$ cat src/sv/stma_pkg.sv
// ---------------------------------------------------------------------------
// stma_pkg
// Types and constants of the sparse triplet matrix adder.
// ---------------------------------------------------------------------------
package stma_pkg;

  localparam int DEPTH      = 16;
  localparam int VALUE_BITS = 32;
  localparam int INDEX_BITS = 11;

  localparam int OP_W   = 3;
  localparam int IDX_W  = 11;
  localparam int VAL_W  = 32;
  localparam int KIND_W = 2;
  localparam int CNT_W  = 6;

  localparam int PTR_W  = $clog2(DEPTH + 1);
  localparam int ADDR_W = (DEPTH > 1) ? $clog2(DEPTH) : 1;

  localparam int QUEUE_DEPTH = 2;
  localparam int QADDR_W     = $clog2(QUEUE_DEPTH);
  localparam int QCNT_W      = $clog2(QUEUE_DEPTH + 1);

  typedef enum logic [OP_W-1:0] {
    OP_HDR_A = 3'd0,
    OP_ENT_A = 3'd1,
    OP_HDR_B = 3'd2,
    OP_ENT_B = 3'd3,
    OP_ADD   = 3'd4
  } op_e;

  typedef enum logic [KIND_W-1:0] {
    KIND_ENTRY   = 2'd0,
    KIND_SUMMARY = 2'd1,
    KIND_ERROR   = 2'd2
  } kind_e;

  typedef enum logic [1:0] {
    ST_IDLE,
    ST_MERGE,
    ST_ERROR
  } state_e;

  typedef struct packed {
    op_e                         op;
    logic [INDEX_BITS-1:0]       row;
    logic [INDEX_BITS-1:0]       col;
    logic signed [VALUE_BITS-1:0] value;
  } cmd_t;

  typedef struct packed {
    logic [INDEX_BITS-1:0]        row;
    logic [INDEX_BITS-1:0]        col;
    logic signed [VALUE_BITS-1:0] value;
  } triplet_t;

  typedef struct packed {
    logic full;
    logic empty;
  } qstat_t;

endpackage

$ cat src/sv/stma_front.sv
// ---------------------------------------------------------------------------
// stma_front
// Accepts requests, drops unused op codes and forms queue commands.
// ---------------------------------------------------------------------------
module stma_front (
  input  logic                          in_valid_i,
  output logic                          in_stall_o,
  input  logic [stma_pkg::OP_W-1:0]     op_i,
  input  logic [stma_pkg::IDX_W-1:0]    row_i,
  input  logic [stma_pkg::IDX_W-1:0]    col_i,
  input  logic [stma_pkg::VAL_W-1:0]    value_i,
  input  stma_pkg::qstat_t              qstat_i,
  output logic                          push_o,
  output stma_pkg::cmd_t                cmd_o
);

  logic legal;

  always_comb begin
    legal = (op_i == stma_pkg::OP_HDR_A) || (op_i == stma_pkg::OP_ENT_A) ||
            (op_i == stma_pkg::OP_HDR_B) || (op_i == stma_pkg::OP_ENT_B) ||
            (op_i == stma_pkg::OP_ADD);
  end

  assign in_stall_o  = qstat_i.full;
  assign push_o      = in_valid_i && !qstat_i.full && legal;
  assign cmd_o.op    = stma_pkg::op_e'(op_i);
  assign cmd_o.row   = row_i[stma_pkg::INDEX_BITS-1:0];
  assign cmd_o.col   = col_i[stma_pkg::INDEX_BITS-1:0];
  assign cmd_o.value = value_i[stma_pkg::VALUE_BITS-1:0];

endmodule

$ cat src/sv/stma_queue.sv
// ---------------------------------------------------------------------------
// stma_queue
// Short command queue between the front and the back.
// ---------------------------------------------------------------------------
module stma_queue (
  input  logic             clk_i,
  input  logic             rst_ni,
  input  logic             push_i,
  input  stma_pkg::cmd_t   cmd_i,
  input  logic             pop_i,
  output stma_pkg::cmd_t   cmd_o,
  output stma_pkg::qstat_t qstat_o
);

  stma_pkg::cmd_t                     mem_q [stma_pkg::QUEUE_DEPTH];
  logic [stma_pkg::QADDR_W-1:0]       wr_q, wr_d;
  logic [stma_pkg::QADDR_W-1:0]       rd_q, rd_d;
  logic [stma_pkg::QCNT_W-1:0]        cnt_q, cnt_d;
  logic                               do_push;
  logic                               do_pop;

  assign qstat_o.full  = (cnt_q == stma_pkg::QCNT_W'(stma_pkg::QUEUE_DEPTH));
  assign qstat_o.empty = (cnt_q == '0);
  assign do_push       = push_i && !qstat_o.full;
  assign do_pop        = pop_i && !qstat_o.empty;
  assign cmd_o         = mem_q[rd_q];

  always_comb begin
    wr_d  = wr_q;
    rd_d  = rd_q;
    cnt_d = cnt_q;
    if (do_push) begin
      wr_d = (wr_q == stma_pkg::QADDR_W'(stma_pkg::QUEUE_DEPTH - 1)) ? '0 : wr_q + 1'b1;
    end
    if (do_pop) begin
      rd_d = (rd_q == stma_pkg::QADDR_W'(stma_pkg::QUEUE_DEPTH - 1)) ? '0 : rd_q + 1'b1;
    end
    if (do_push && !do_pop) begin
      cnt_d = cnt_q + 1'b1;
    end else if (do_pop && !do_push) begin
      cnt_d = cnt_q - 1'b1;
    end
  end

  always_ff @(posedge clk_i or negedge rst_ni) begin
    if (!rst_ni) begin
      wr_q  <= '0;
      rd_q  <= '0;
      cnt_q <= '0;
    end else begin
      wr_q  <= wr_d;
      rd_q  <= rd_d;
      cnt_q <= cnt_d;
    end
  end

  always_ff @(posedge clk_i) begin
    if (do_push) begin
      mem_q[wr_q] <= cmd_i;
    end
  end

endmodule

$ cat src/sv/stma_back.sv
// ---------------------------------------------------------------------------
// stma_back
// Holds both triplet stores and dimensions, runs the merge, drives results.
// ---------------------------------------------------------------------------
module stma_back (
  input  logic                           clk_i,
  input  logic                           rst_ni,
  input  stma_pkg::cmd_t                 cmd_i,
  input  stma_pkg::qstat_t               qstat_i,
  output logic                           pop_o,
  output logic                           out_valid_o,
  input  logic                           out_stall_i,
  output logic [stma_pkg::KIND_W-1:0]    kind_o,
  output logic [stma_pkg::IDX_W-1:0]     row_res_o,
  output logic [stma_pkg::IDX_W-1:0]     col_res_o,
  output logic [stma_pkg::VAL_W-1:0]     value_res_o,
  output logic [stma_pkg::CNT_W-1:0]     count_o,
  output logic                           last_o
);

  localparam int VB = stma_pkg::VALUE_BITS;
  localparam int IB = stma_pkg::INDEX_BITS;

  stma_pkg::triplet_t              a_store_q [stma_pkg::DEPTH];
  stma_pkg::triplet_t              b_store_q [stma_pkg::DEPTH];
  logic [stma_pkg::PTR_W-1:0]      a_cnt_q, a_cnt_d, b_cnt_q, b_cnt_d;
  logic [IB-1:0]                   a_rows_q, a_cols_q, b_rows_q, b_cols_q;
  logic [stma_pkg::PTR_W-1:0]      i_q, i_d, j_q, j_d;
  logic [stma_pkg::CNT_W-1:0]      k_q, k_d;
  stma_pkg::state_e                state_q, state_d;

  logic                            out_valid_q;
  stma_pkg::kind_e                 kind_q, kind_d;
  logic [IB-1:0]                   row_q, row_d, col_q, col_d;
  logic signed [VB-1:0]            val_q, val_d;
  logic [stma_pkg::CNT_W-1:0]      cnt_q, cnt_d;
  logic                            last_q, last_d;

  logic                            out_free;
  logic                            emit;
  logic                            a_more, b_more;
  stma_pkg::triplet_t              ta, tb;
  logic                            a_lt, b_lt;
  logic signed [VB:0]              sum;
  logic signed [VB-1:0]            sat;
  logic                            dims_ok;
  logic                            wr_a, wr_b;

  assign out_free = !out_valid_q || !out_stall_i;
  assign pop_o    = (state_q == stma_pkg::ST_IDLE) && !qstat_i.empty;
  assign a_more   = (i_q < a_cnt_q);
  assign b_more   = (j_q < b_cnt_q);
  assign ta       = a_store_q[i_q[stma_pkg::ADDR_W-1:0]];
  assign tb       = b_store_q[j_q[stma_pkg::ADDR_W-1:0]];
  assign a_lt     = {ta.row, ta.col} < {tb.row, tb.col};
  assign b_lt     = {tb.row, tb.col} < {ta.row, ta.col};
  assign sum      = {ta.value[VB-1], ta.value} + {tb.value[VB-1], tb.value};
  assign dims_ok  = (a_rows_q == b_rows_q) && (a_cols_q == b_cols_q);
  assign wr_a     = pop_o && (cmd_i.op == stma_pkg::OP_ENT_A) &&
                    (a_cnt_q < stma_pkg::PTR_W'(stma_pkg::DEPTH));
  assign wr_b     = pop_o && (cmd_i.op == stma_pkg::OP_ENT_B) &&
                    (b_cnt_q < stma_pkg::PTR_W'(stma_pkg::DEPTH));

  always_comb begin
    if (sum[VB] != sum[VB-1]) begin
      sat = sum[VB] ? {1'b1, {(VB-1){1'b0}}} : {1'b0, {(VB-1){1'b1}}};
    end else begin
      sat = sum[VB-1:0];
    end
  end

  // next state
  always_comb begin
    state_d = state_q;
    case (state_q)
      stma_pkg::ST_IDLE: begin
        if (pop_o && (cmd_i.op == stma_pkg::OP_ADD)) begin
          state_d = dims_ok ? stma_pkg::ST_MERGE : stma_pkg::ST_ERROR;
        end
      end
      stma_pkg::ST_MERGE: begin
        if (out_free && !a_more && !b_more) begin
          state_d = stma_pkg::ST_IDLE;
        end
      end
      stma_pkg::ST_ERROR: begin
        if (out_free) begin
          state_d = stma_pkg::ST_IDLE;
        end
      end
      default: state_d = stma_pkg::ST_IDLE;
    endcase
  end

  // datapath and result selection
  always_comb begin
    i_d    = i_q;
    j_d    = j_q;
    k_d    = k_q;
    emit   = 1'b0;
    kind_d = stma_pkg::KIND_ENTRY;
    row_d  = ta.row;
    col_d  = ta.col;
    val_d  = ta.value;
    cnt_d  = '0;
    last_d = 1'b0;
    case (state_q)
      stma_pkg::ST_IDLE: begin
        if (pop_o && (cmd_i.op == stma_pkg::OP_ADD)) begin
          i_d = '0;
          j_d = '0;
          k_d = '0;
        end
      end
      stma_pkg::ST_MERGE: begin
        if (out_free) begin
          if (a_more && b_more) begin
            if (a_lt) begin
              emit = 1'b1;
              i_d  = i_q + 1'b1;
            end else if (b_lt) begin
              emit  = 1'b1;
              row_d = tb.row;
              col_d = tb.col;
              val_d = tb.value;
              j_d   = j_q + 1'b1;
            end else begin
              emit  = (sat != '0);
              val_d = sat;
              i_d   = i_q + 1'b1;
              j_d   = j_q + 1'b1;
            end
          end else if (a_more) begin
            emit = 1'b1;
            i_d  = i_q + 1'b1;
          end else if (b_more) begin
            emit  = 1'b1;
            row_d = tb.row;
            col_d = tb.col;
            val_d = tb.value;
            j_d   = j_q + 1'b1;
          end else begin
            emit   = 1'b1;
            kind_d = stma_pkg::KIND_SUMMARY;
            row_d  = a_rows_q;
            col_d  = a_cols_q;
            val_d  = '0;
            cnt_d  = k_q;
            last_d = 1'b1;
          end
          if (emit && (kind_d == stma_pkg::KIND_ENTRY)) begin
            k_d = k_q + 1'b1;
          end
        end
      end
      stma_pkg::ST_ERROR: begin
        emit   = out_free;
        kind_d = stma_pkg::KIND_ERROR;
        row_d  = '0;
        col_d  = '0;
        val_d  = '0;
        last_d = 1'b1;
      end
      default: begin
        emit = 1'b0;
      end
    endcase
  end

  // store loads
  always_comb begin
    a_cnt_d = a_cnt_q;
    b_cnt_d = b_cnt_q;
    if (pop_o) begin
      case (cmd_i.op)
        stma_pkg::OP_HDR_A: a_cnt_d = '0;
        stma_pkg::OP_HDR_B: b_cnt_d = '0;
        stma_pkg::OP_ENT_A: a_cnt_d = wr_a ? a_cnt_q + 1'b1 : a_cnt_q;
        stma_pkg::OP_ENT_B: b_cnt_d = wr_b ? b_cnt_q + 1'b1 : b_cnt_q;
        default: begin
          a_cnt_d = a_cnt_q;
        end
      endcase
    end
  end

  always_ff @(posedge clk_i or negedge rst_ni) begin
    if (!rst_ni) begin
      state_q     <= stma_pkg::ST_IDLE;
      a_cnt_q     <= '0;
      b_cnt_q     <= '0;
      a_rows_q    <= '0;
      a_cols_q    <= '0;
      b_rows_q    <= '0;
      b_cols_q    <= '0;
      i_q         <= '0;
      j_q         <= '0;
      k_q         <= '0;
      out_valid_q <= 1'b0;
    end else begin
      state_q <= state_d;
      a_cnt_q <= a_cnt_d;
      b_cnt_q <= b_cnt_d;
      i_q     <= i_d;
      j_q     <= j_d;
      k_q     <= k_d;
      if (pop_o && (cmd_i.op == stma_pkg::OP_HDR_A)) begin
        a_rows_q <= cmd_i.row;
        a_cols_q <= cmd_i.col;
      end
      if (pop_o && (cmd_i.op == stma_pkg::OP_HDR_B)) begin
        b_rows_q <= cmd_i.row;
        b_cols_q <= cmd_i.col;
      end
      if (out_free) begin
        out_valid_q <= emit;
      end
    end
  end

  always_ff @(posedge clk_i) begin
    if (wr_a) begin
      a_store_q[a_cnt_q[stma_pkg::ADDR_W-1:0]] <= '{row: cmd_i.row, col: cmd_i.col,
                                                     value: cmd_i.value};
    end
    if (wr_b) begin
      b_store_q[b_cnt_q[stma_pkg::ADDR_W-1:0]] <= '{row: cmd_i.row, col: cmd_i.col,
                                                     value: cmd_i.value};
    end
    if (emit) begin
      kind_q <= kind_d;
      row_q  <= row_d;
      col_q  <= col_d;
      val_q  <= val_d;
      cnt_q  <= cnt_d;
      last_q <= last_d;
    end
  end

  assign out_valid_o = out_valid_q;
  assign kind_o      = kind_q;
  assign row_res_o   = stma_pkg::IDX_W'(row_q);
  assign col_res_o   = stma_pkg::IDX_W'(col_q);
  assign value_res_o = stma_pkg::VAL_W'(val_q);
  assign count_o     = cnt_q;
  assign last_o      = last_q;

endmodule

$ cat src/sv/sparse_triplet_matrix_add.sv
// ---------------------------------------------------------------------------
// sparse_triplet_matrix_add
// Adds two sparse matrices held as row-major (row, column, value) lists.
// ---------------------------------------------------------------------------
// Header and entry requests are taken one per cycle while the queue is not
// full; a two-entry command queue sits between the request port and the
// execution side. An add request has its dimensions checked when it is popped,
// then the merge walks both stores and produces at most one result per cycle
// while the result port is not stalled; the result list ends with a summary,
// or is a single mismatch error. No requests are popped from the queue while
// an add is running.
module sparse_triplet_matrix_add (
  input  logic                          clk_i,
  input  logic                          rst_ni,
  input  logic                          in_valid_i,
  output logic                          in_stall_o,
  input  logic [stma_pkg::OP_W-1:0]     op_i,
  input  logic [stma_pkg::IDX_W-1:0]    row_i,
  input  logic [stma_pkg::IDX_W-1:0]    col_i,
  input  logic [stma_pkg::VAL_W-1:0]    value_i,
  output logic                          out_valid_o,
  input  logic                          out_stall_i,
  output logic [stma_pkg::KIND_W-1:0]   kind_o,
  output logic [stma_pkg::IDX_W-1:0]    row_res_o,
  output logic [stma_pkg::IDX_W-1:0]    col_res_o,
  output logic [stma_pkg::VAL_W-1:0]    value_res_o,
  output logic [stma_pkg::CNT_W-1:0]    count_o,
  output logic                          last_o
);

  stma_pkg::qstat_t qstat;
  stma_pkg::cmd_t   push_cmd;
  stma_pkg::cmd_t   head_cmd;
  logic             push;
  logic             pop;

  stma_front u_front (
    .in_valid_i (in_valid_i),
    .in_stall_o (in_stall_o),
    .op_i       (op_i),
    .row_i      (row_i),
    .col_i      (col_i),
    .value_i    (value_i),
    .qstat_i    (qstat),
    .push_o     (push),
    .cmd_o      (push_cmd)
  );

  stma_queue u_queue (
    .clk_i   (clk_i),
    .rst_ni  (rst_ni),
    .push_i  (push),
    .cmd_i   (push_cmd),
    .pop_i   (pop),
    .cmd_o   (head_cmd),
    .qstat_o (qstat)
  );

  stma_back u_back (
    .clk_i       (clk_i),
    .rst_ni      (rst_ni),
    .cmd_i       (head_cmd),
    .qstat_i     (qstat),
    .pop_o       (pop),
    .out_valid_o (out_valid_o),
    .out_stall_i (out_stall_i),
    .kind_o      (kind_o),
    .row_res_o   (row_res_o),
    .col_res_o   (col_res_o),
    .value_res_o (value_res_o),
    .count_o     (count_o),
    .last_o      (last_o)
  );

endmodule

$ cat config.mk
export PLATFORM = sky130hd
export DESIGN_NAME = sparse_triplet_matrix_add
export DESIGN_NICKNAME = d
export VERILOG_FILES = /design/src/sv/stma_pkg.sv /design/src/sv/stma_front.sv /design/src/sv/stma_queue.sv /design/src/sv/stma_back.sv /design/src/sv/sparse_triplet_matrix_add.sv
export SDC_FILE = /design/constraint.sdc
export NUM_CORES = 2
export LEC_CHECK = 0
export BUFFER_PORTS_ARGS = -buffer_cell sky130_fd_sc_hd__buf_2
export CAP_MARGIN = 20
export CORE_ASPECT_RATIO = 0.75
export CORE_UTILIZATION = 40
export CTS_CLUSTER_SIZE = 16
export DETAILED_ROUTE_END_ITERATION = 10
export PLACE_DENSITY = 0.62
export SKIP_CTS_REPAIR_TIMING = 1
export SYNTH_ARGS = -nofsm -noshare
export SYNTH_HDL_FRONTEND = slang
export SYNTH_SLANG_ARGS = --single-unit
$ cat constraint.sdc
create_clock -name clk_i -period 13.5 [get_ports clk_i]
set_clock_uncertainty 0.05 [all_clocks]
set_input_delay 0.675 -clock clk_i [delete_from_list [all_inputs] [get_ports clk_i]]
set_output_delay 0.675 -clock clk_i [all_outputs]
set_load 0.02 [all_outputs]
## After elaboration in Yosys (flattened, before gate mapping)

Memories as Yosys holds them, arrays and structs flattened.
Index checks and enable logic that the tools add are counted.

| storage, ports and cells | value |
|---|---|
| register bits | 140 |
| output and inout port bits | 65 |
| bits in writable memories | 1842 |
| memories | 3 |
| word-level logic and storage cells | 194 |
| input port bits | 61 |

| cells by class | value |
|---|---|
| bitwise operators | 2 |
| add/sub/neg operators | 10 |
| order comparisons | 6 |
| equality and inequality tests | 26 |
| muxes and demuxes | 78 |
| reductions and logical operators | 49 |

Memory list:

| memory | words | bits a word | rd ports | clocked after memory_dff | write ports | RTL line | RTL |
|---|---|---|---|---|---|---|---|
| u_back.a_store_q | 16 | 54 | 1 | 0 | 1 | stma_back.sv:24 | `stma_pkg::triplet_t a_store_q [stma_pkg::DEPTH];` |
| u_back.b_store_q | 16 | 54 | 1 | 0 | 1 | stma_back.sv:25 | `stma_pkg::triplet_t b_store_q [stma_pkg::DEPTH];` |
| u_queue.mem_q | 2 | 57 | 1 | 0 | 1 | stma_queue.sv:15 | `stma_pkg::cmd_t mem_q [stma_pkg::QUEUE_DEPTH];` |

Operators with widths:

| kind | count |
|---|---|
| $mux W32 | 8 |
| $mux W11 | 12 |
| $mux W5 | 13 |
| $pmux W32 S2 | 1 |
| $lt A22 B22 Y1 | 2 |
| $pmux W11 S2 | 2 |
| $pmux W5 S2 | 4 |
| $add A32 B32 Y33 | 1 |
| $reduce_bool A32 Y1 | 1 |
| $eq A11 B11 Y1 | 2 |
| $mux W2 | 11 |
| $add A5 B1 Y5 const B | 4 |
| $logic_and A1 B1 Y1 | 19 |
| $mux W1 | 19 |
| $mux W6 | 3 |
| $eq A3 B2 Y1 const B | 4 |
| $ne A2 B1 Y1 const B | 6 |
| $pmux W6 S2 | 1 |
| $lt A5 B5 Y1 | 2 |
| $lt A5 B5 Y1 const B | 2 |
| $reduce_and A3 Y1 | 3 |
| $logic_not A1 Y1 | 8 |
| $reduce_bool A2 Y1 | 4 |
| $add A6 B1 Y6 const B | 1 |
| other kinds (23) | 38 |

## Longest topological paths before layout

An unclocked memory read counts as a cell.

| depth | value |
|---|---|
| depth after elaboration | 14 |
| gate-level depth with buffers | 20 |
| mapped depth without buffers | 15 |

## By module

A second synthesis with hierarchy kept.

| second synthesis, totals | value |
|---|---|
| cell total of the unflattened synthesis | 3907 |
| area, all modules | 80151.9 sq um |

Modules (own cells, without submodules):

| module | cells each | instances | area each (sq um) | sequential area each (sq um) |
|---|---|---|---|---|
| stma_back | 3651 | 1 | 75317.2 | 55608.3 |
| stma_queue | 196 | 1 | 4385.5 | 3523.4 |
| stma_front | 60 | 1 | 449.2 | 0.0 |

## Least setup slack after synthesis

No wires, ideal clock.

| path | value |
|---|---|
| path kind | reg-to-reg |
| start point | register u_back.i_q[0] in the netlist's numbering |
| end point | register u_back.col_q[0] (netlist: u_back.col_res_o[0]) (enable) |
| setup time | 0.575 ns |
| clock period less this slack | 10.327 ns |
| required time | 12.875 ns |
| data arrival time | 9.702 ns |
| buffers on the path | 3 |
| cell stages (with the launch flop) | 17 |
| path slack | 3.173 ns |
| cells stage by stage | dfrtp_1 clkbuf_1 buf_1 buf_2 mux4_2 mux4_2 ha_1 nand4_1 nor4_1 a211oi_2 a211oi_2 a21boi_4 a31oi_1 inv_1 o211ai_4 a21oi_1 nor3b_1 |

| on the way | value |
|---|---|
| word-level cells in the longest chain between the ends | 12 |
| elaborated cells on any way between the ends | 17 |
| classes of those cells | add/sub: 1; order compare: 3; eq/ne: 1; mux: 9; reduce/logical: 2; memory: 1 |

RTL lines:

| what | RTL line | RTL |
|---|---|---|
| start: declaration | stma_back.sv:28 | `logic [stma_pkg::PTR_W-1:0] i_q, i_d, j_q, j_d;` |
| start signal: assignment | stma_back.sv:204 | `i_q <= i_d;` |
| $mem_v2 Z16 W54 | -- |  |
| $add A32 B32 Y33 | stma_back.sv:57 | `assign sum = {ta.value[VB-1], ta.value} + {tb.value[VB-1], tb.value};` |
| $mux W32 or $ne A1 B1 Y1 (tied branches) | stma_back.sv:66, stma_back.sv:65 |  |
| $mux W32 | stma_back.sv:65 | `if (sum[VB] != sum[VB-1]) begin` |
| $reduce_bool A32 Y1 | stma_back.sv:128 | `emit = (sat != '0);` |
| $mux W1 | stma_back.sv:121 | `end else if (b_lt) begin` |
| $mux W1 | stma_back.sv:118 | `if (a_lt) begin` |
| $mux W1 (*) | stma_back.sv:117 | `if (a_more && b_more) begin` |
| $mux W1 (*) | stma_back.sv:116 | `if (out_free) begin` |
| $mux W1 (*) | stma_back.sv:107 | `case (state_q)` |
| $mux W1 (*) | stma_back.sv:116 |  |
| $pmux W1 S2 (*) | stma_back.sv:107 |  |
| via u_back.emit | stma_back.sv:40 | `logic emit;` |
| end signal: assignment | stma_back.sv:233 | `col_q <= col_d;` |
| end: declaration | stma_back.sv:34 | `logic [IB-1:0] row_q, row_d, col_q, col_d;` |

The timed path passes the listed nets; every way through them passes the cells marked *. The select of a mux whose other input is x is not followed.
A chain may end at the register's enable or synchronous reset.

## Final worst setup path

| path | value |
|---|---|
| start point | register u_back.j_q[1] in the netlist's numbering |
| end point | register u_back.val_q[15] (netlist: u_back.value_res_o[15]) (enable) |

| on the way | value |
|---|---|
| word-level cells in the longest chain between the ends | 12 |
| elaborated cells on any way between the ends | 17 |
| classes of those cells | add/sub: 1; order compare: 3; eq/ne: 1; mux: 9; reduce/logical: 2; memory: 1 |

RTL lines:

| what | RTL line | RTL |
|---|---|---|
| start: declaration | stma_back.sv:28 |  |
| start signal: assignment | stma_back.sv:205 | `j_q <= j_d;` |
| $mem_v2 Z16 W54 | -- |  |
| $add A32 B32 Y33 | stma_back.sv:57 |  |
| $mux W32 or $ne A1 B1 Y1 (tied branches) | stma_back.sv:66, stma_back.sv:65 |  |
| $mux W32 | stma_back.sv:65 |  |
| $reduce_bool A32 Y1 | stma_back.sv:128 |  |
| $mux W1 | stma_back.sv:121 |  |
| $mux W1 | stma_back.sv:118 |  |
| $mux W1 (*) | stma_back.sv:117 |  |
| $mux W1 (*) | stma_back.sv:116 |  |
| $mux W1 (*) | stma_back.sv:107 |  |
| $mux W1 (*) | stma_back.sv:116 |  |
| $pmux W1 S2 (*) | stma_back.sv:107 |  |
| via u_back.emit | stma_back.sv:40 |  |
| end signal: assignment | stma_back.sv:234 | `val_q <= val_d;` |
| end: declaration | stma_back.sv:35 | `logic signed [VB-1:0] val_q, val_d;` |

Marked as above.

==> impl_metrics.env <==
export IMPL_run_status="complete, but fails checks"
export IMPL_failed_checks="design-rule violations"
export IMPL_combPwrFrac_pct=24.3
export IMPL_synthToLayoutAreaGrowth_pct=13.61
export IMPL_pwr_share_seq_pct=45.2
export IMPL_die_area_mm2=0.2016
export IMPL_grt_pass1_wl_um=309000
export IMPL_hold_class="in2reg"
export IMPL_crit_type="reg2reg"
export IMPL_cts_buffers=188
export IMPL_antenna_found_initial=7
export IMPL_dp_hpwl_um=125300
export IMPL_crit_path_max_fanout=149
export IMPL_clock_latency_ps=860
export IMPL_crit_path_start_kind="register"
export IMPL_finalMaxSlewViolations=0
export IMPL_initial_core_util_pct=40.42
export IMPL_rr_startpoint="u_back.j_q[1]"
export IMPL_reg2reg_slack_ps=5400
export IMPL_r2r_end="u_back.value_res_o[15]"
export IMPL_yosysUniqueCellTypes=74
export IMPL_core_mm2=0.1978
export IMPL_switching_share_pct=31.40
export IMPL_place_ws_ps=5522
export IMPL_drive_above_1_share_pct=25.60
export IMPL_io_pins=126
export IMPL_power_density_mw_per_mm2=192.1
export IMPL_synth_top_area_share_pct=71.57
export IMPL_cp_depth=17
export IMPL_yosys_top_cells_count="1905 x edfxtp_1, 540 x mux4_2, 219 x nand2_1"
export IMPL_cpPeakStageDelay_ps=840
export IMPL_p_int_mw=11.97
export IMPL_grtUsageMet1_pct=31.92
export IMPL_fillers=16290
export IMPL_hold_viol_final=0
export IMPL_setup_viol=0
export IMPL_die_w_um=518.2
export IMPL_worstRegToRegCells=17
export IMPL_cts_tree="built"
export IMPL_synth_largest_area_cell="edfxtp_1"
export IMPL_crit_top_cell="buf_4"
export IMPL_synth_edf_count=1905
export IMPL_overflow=0
export IMPL_p_leak_nw=28.39
export IMPL_relSlewSlack_pct=19.93
export IMPL_arrival_ps=8480
export IMPL_syn_area_mm2=0.07993
export IMPL_die_height_um=389.1
export IMPL_synthCells=3984
export IMPL_ant_nets=0
export IMPL_final_period_utilization_pct=59.96
export IMPL_critPathSlowestCell="buf_4"
export IMPL_path_cells="buf_4 -> buf_12 -> mux4_2 -> mux4_2 -> ha_1 -> nand4_1 -> nor4_1 -> a211oi_2 -> a211oi_2 -> a21boi_4 -> a31oi_2 -> buf_4 -> inv_1 -> o211ai_4 -> a21oi_1 -> nor3b_2 -> buf_4"
export IMPL_setup_tns_final_ps=0
export IMPL_io_buffers=125
export IMPL_wirelength_um=218500
export IMPL_crit_family="buffers and inverters"
export IMPL_gp_congestion=0.9301
export IMPL_via_per_inst=5.917
export IMPL_synth_seq_area_share_pct=73.98
export IMPL_grt_max_degree=150
export IMPL_ys_flop_type="edfxtp_1"
export IMPL_hold_slack_ps=59.83
export IMPL_worst_pin_slew_ps=1201
export IMPL_htreeDepth=4
export IMPL_grt_busiest_layer="met2"
export IMPL_endpoint_kind="register"
export IMPL_cp_startpoint="u_back.j_q[1]"
export IMPL_synth_area_leaders="edfxtp_1 72%, mux4_2 15%, dfrtp_1 2.4%"
export IMPL_p_clk_share_pct=30.5
export IMPL_met3_usage_pct=4.674
export IMPL_synth_nets=4123
export IMPL_fin_ws_ps=5405
export IMPL_clockBufferDepth=3
export IMPL_syn_area_per_cell_um2=20.06
export IMPL_max_freq_mhz=123.5
export IMPL_fin_crit_ps=8095
export IMPL_cts_sinks=1982
export IMPL_grt_pass1_vias=40720
export IMPL_yosysWarnings=0
export IMPL_final_util_pct=45.92
export IMPL_p_switching_mw=5.477
export IMPL_num_rows=141
export IMPL_synth_seq_cells=1982
export IMPL_hp_start="value_i[18]"
export IMPL_max_cap_violations=0
export IMPL_ys_async_sr_fraction_pct=3.885
export IMPL_drt_iter0_markers=5411
export IMPL_dr_total_vias=41630
export IMPL_drt_pass1_iterations=8
export IMPL_cts_root_buf="clkbuf_16"
export IMPL_path_buf_inv=5
export IMPL_drc=16
export IMPL_cp_data_required_time_ps=13880
export IMPL_max_vdd_ir_drop_mv=0.1490
export IMPL_grtUsageTotal_pct=21.62
export IMPL_post_drt_wl_per_cell_um=31.06
export IMPL_yosysMostFrequentCell="edfxtp_1"
export IMPL_cts_reportedPaths_clkPinSlew_ps=60
export IMPL_crit_end="u_back.value_res_o[15]"
export IMPL_nets=4368
export IMPL_rsz0062_at_grt="false"
export IMPL_use_met2_pct=32.95
per-layer routing:
metal,wire length [µm],share of wire (%)
met3,19230,8.8
met1,94690,43
met4,4107,1.9
met2,100500,46
met5,0,0
cells in the final DEF, fill, tap and decap left out, drive strengths merged, types with 7 or more instances in the layout:
cell / instances
nor2: 92
dfrtp: 77
o311ai: 22
inv: 81
dlygate4sd3: 52
a211oi: 17
nand3: 16
xnor2: 26
a2bb2oi: 7
o31ai: 9
a21o: 29
a31oi: 7
nand2: 219
clkbuf: 254
nand2b: 9
xor2: 41
o21ai: 162
o211ai: 43
mux2i: 24
mux4: 540
clkinv: 63
ha: 77
clkinvlp: 7
bufinv: 17
and3: 7
diode: 8
nor3: 25
nor4: 13
nand4: 25
mux2: 34
a21oi: 160
and2: 31
a22o: 14
edfxtp: 1905
buf: 210
flip-flops by register name (all words and copies together) (netlist names), 32 cells and up:
name                count
u_back.a_store_q      864
u_back.b_store_q      864
u_queue.mem_q         114
u_back.value_res_o     32
cell type report:
type | instances | area, µm² | area share (%)
inverter | 78 | 292.8 | 0.3224
tap | 2645 | 3309 | 3.644
multi-input combinational | 1717 | 19940 | 21.95
clock buffer | 254 | 5032 | 5.542
sequential | 1982 | 59170 | 65.15
antenna | 8 | 20.02 | 0.02205
timing repair buffer | 262 | 1862 | 2.050
clock inverter | 90 | 1191 | 1.312
logic make-up (layout without fill, tap and decap cells):
family	Yosys count	count (layout)	share of synthesized area [%]
AND/OR/NAND/NOR	464	464	2.666
AO/OA/AOI/OAI	510	510	4.021
flip-flops	1982	1982	73.98
other	0	8	0
buffers and inverters	285	684	1.373
XOR/XNOR	67	67	0.7342
multiplexers	598	598	16.00
adder cells (fa/ha/maj)	78	78	1.230
metrics by stage:
step	total power, mW	instances	cell area, µm²
global placement	12.14	6631	84020
detailed placement	12.20	6631	84020
CTS	17.49	6975	90250
floorplan	10.62	3984	79930
finish	17.44	7036	90810
global route	18.08	7033	90800
worst min path at each step:
stage | endpoint | slack [ps] | depth (start not counted)
2_1_floorplan | u_back.a_cnt_q[0] | 330 | 0
3_3_place_gp | u_queue.cnt_q[1] | 420 | 1
3_5_place_dp | u_queue.cnt_q[1] | 440 | 1
4_1_cts | u_back.j_q[1] | -420 | 1
5_1_grt | u_queue.mem_q[0][18] | 20 | 1
6_report | u_queue.mem_q[0][18] | 60 | 1
power groups by stage:
stage                     logic (mW)  registers, mW  clock network, mW
after CTS                       4.19           7.89               5.41
after detailed placement        4.18           8.02                  0
after floorplan                 2.68           7.94                  0
after global placement          4.13           8.01                  0
final                           4.25           7.88               5.31
after global routing            4.53           7.92               5.64
worst register-to-register path, stage by stage, from the launching register on:
cell	delay (ps)
dfrtp_4	550
buf_4	790
buf_12	790
mux4_2	580
mux4_2	550
ha_1	520
nand4_1	190
nor4_1	540
a211oi_2	170
a211oi_2	430
a21boi_4	170
a31oi_2	200
buf_4	310
inv_1	130
o211ai_4	440
a21oi_1	180
nor3b_2	210
buf_4	840
Power figures use the tool's default switching activity.
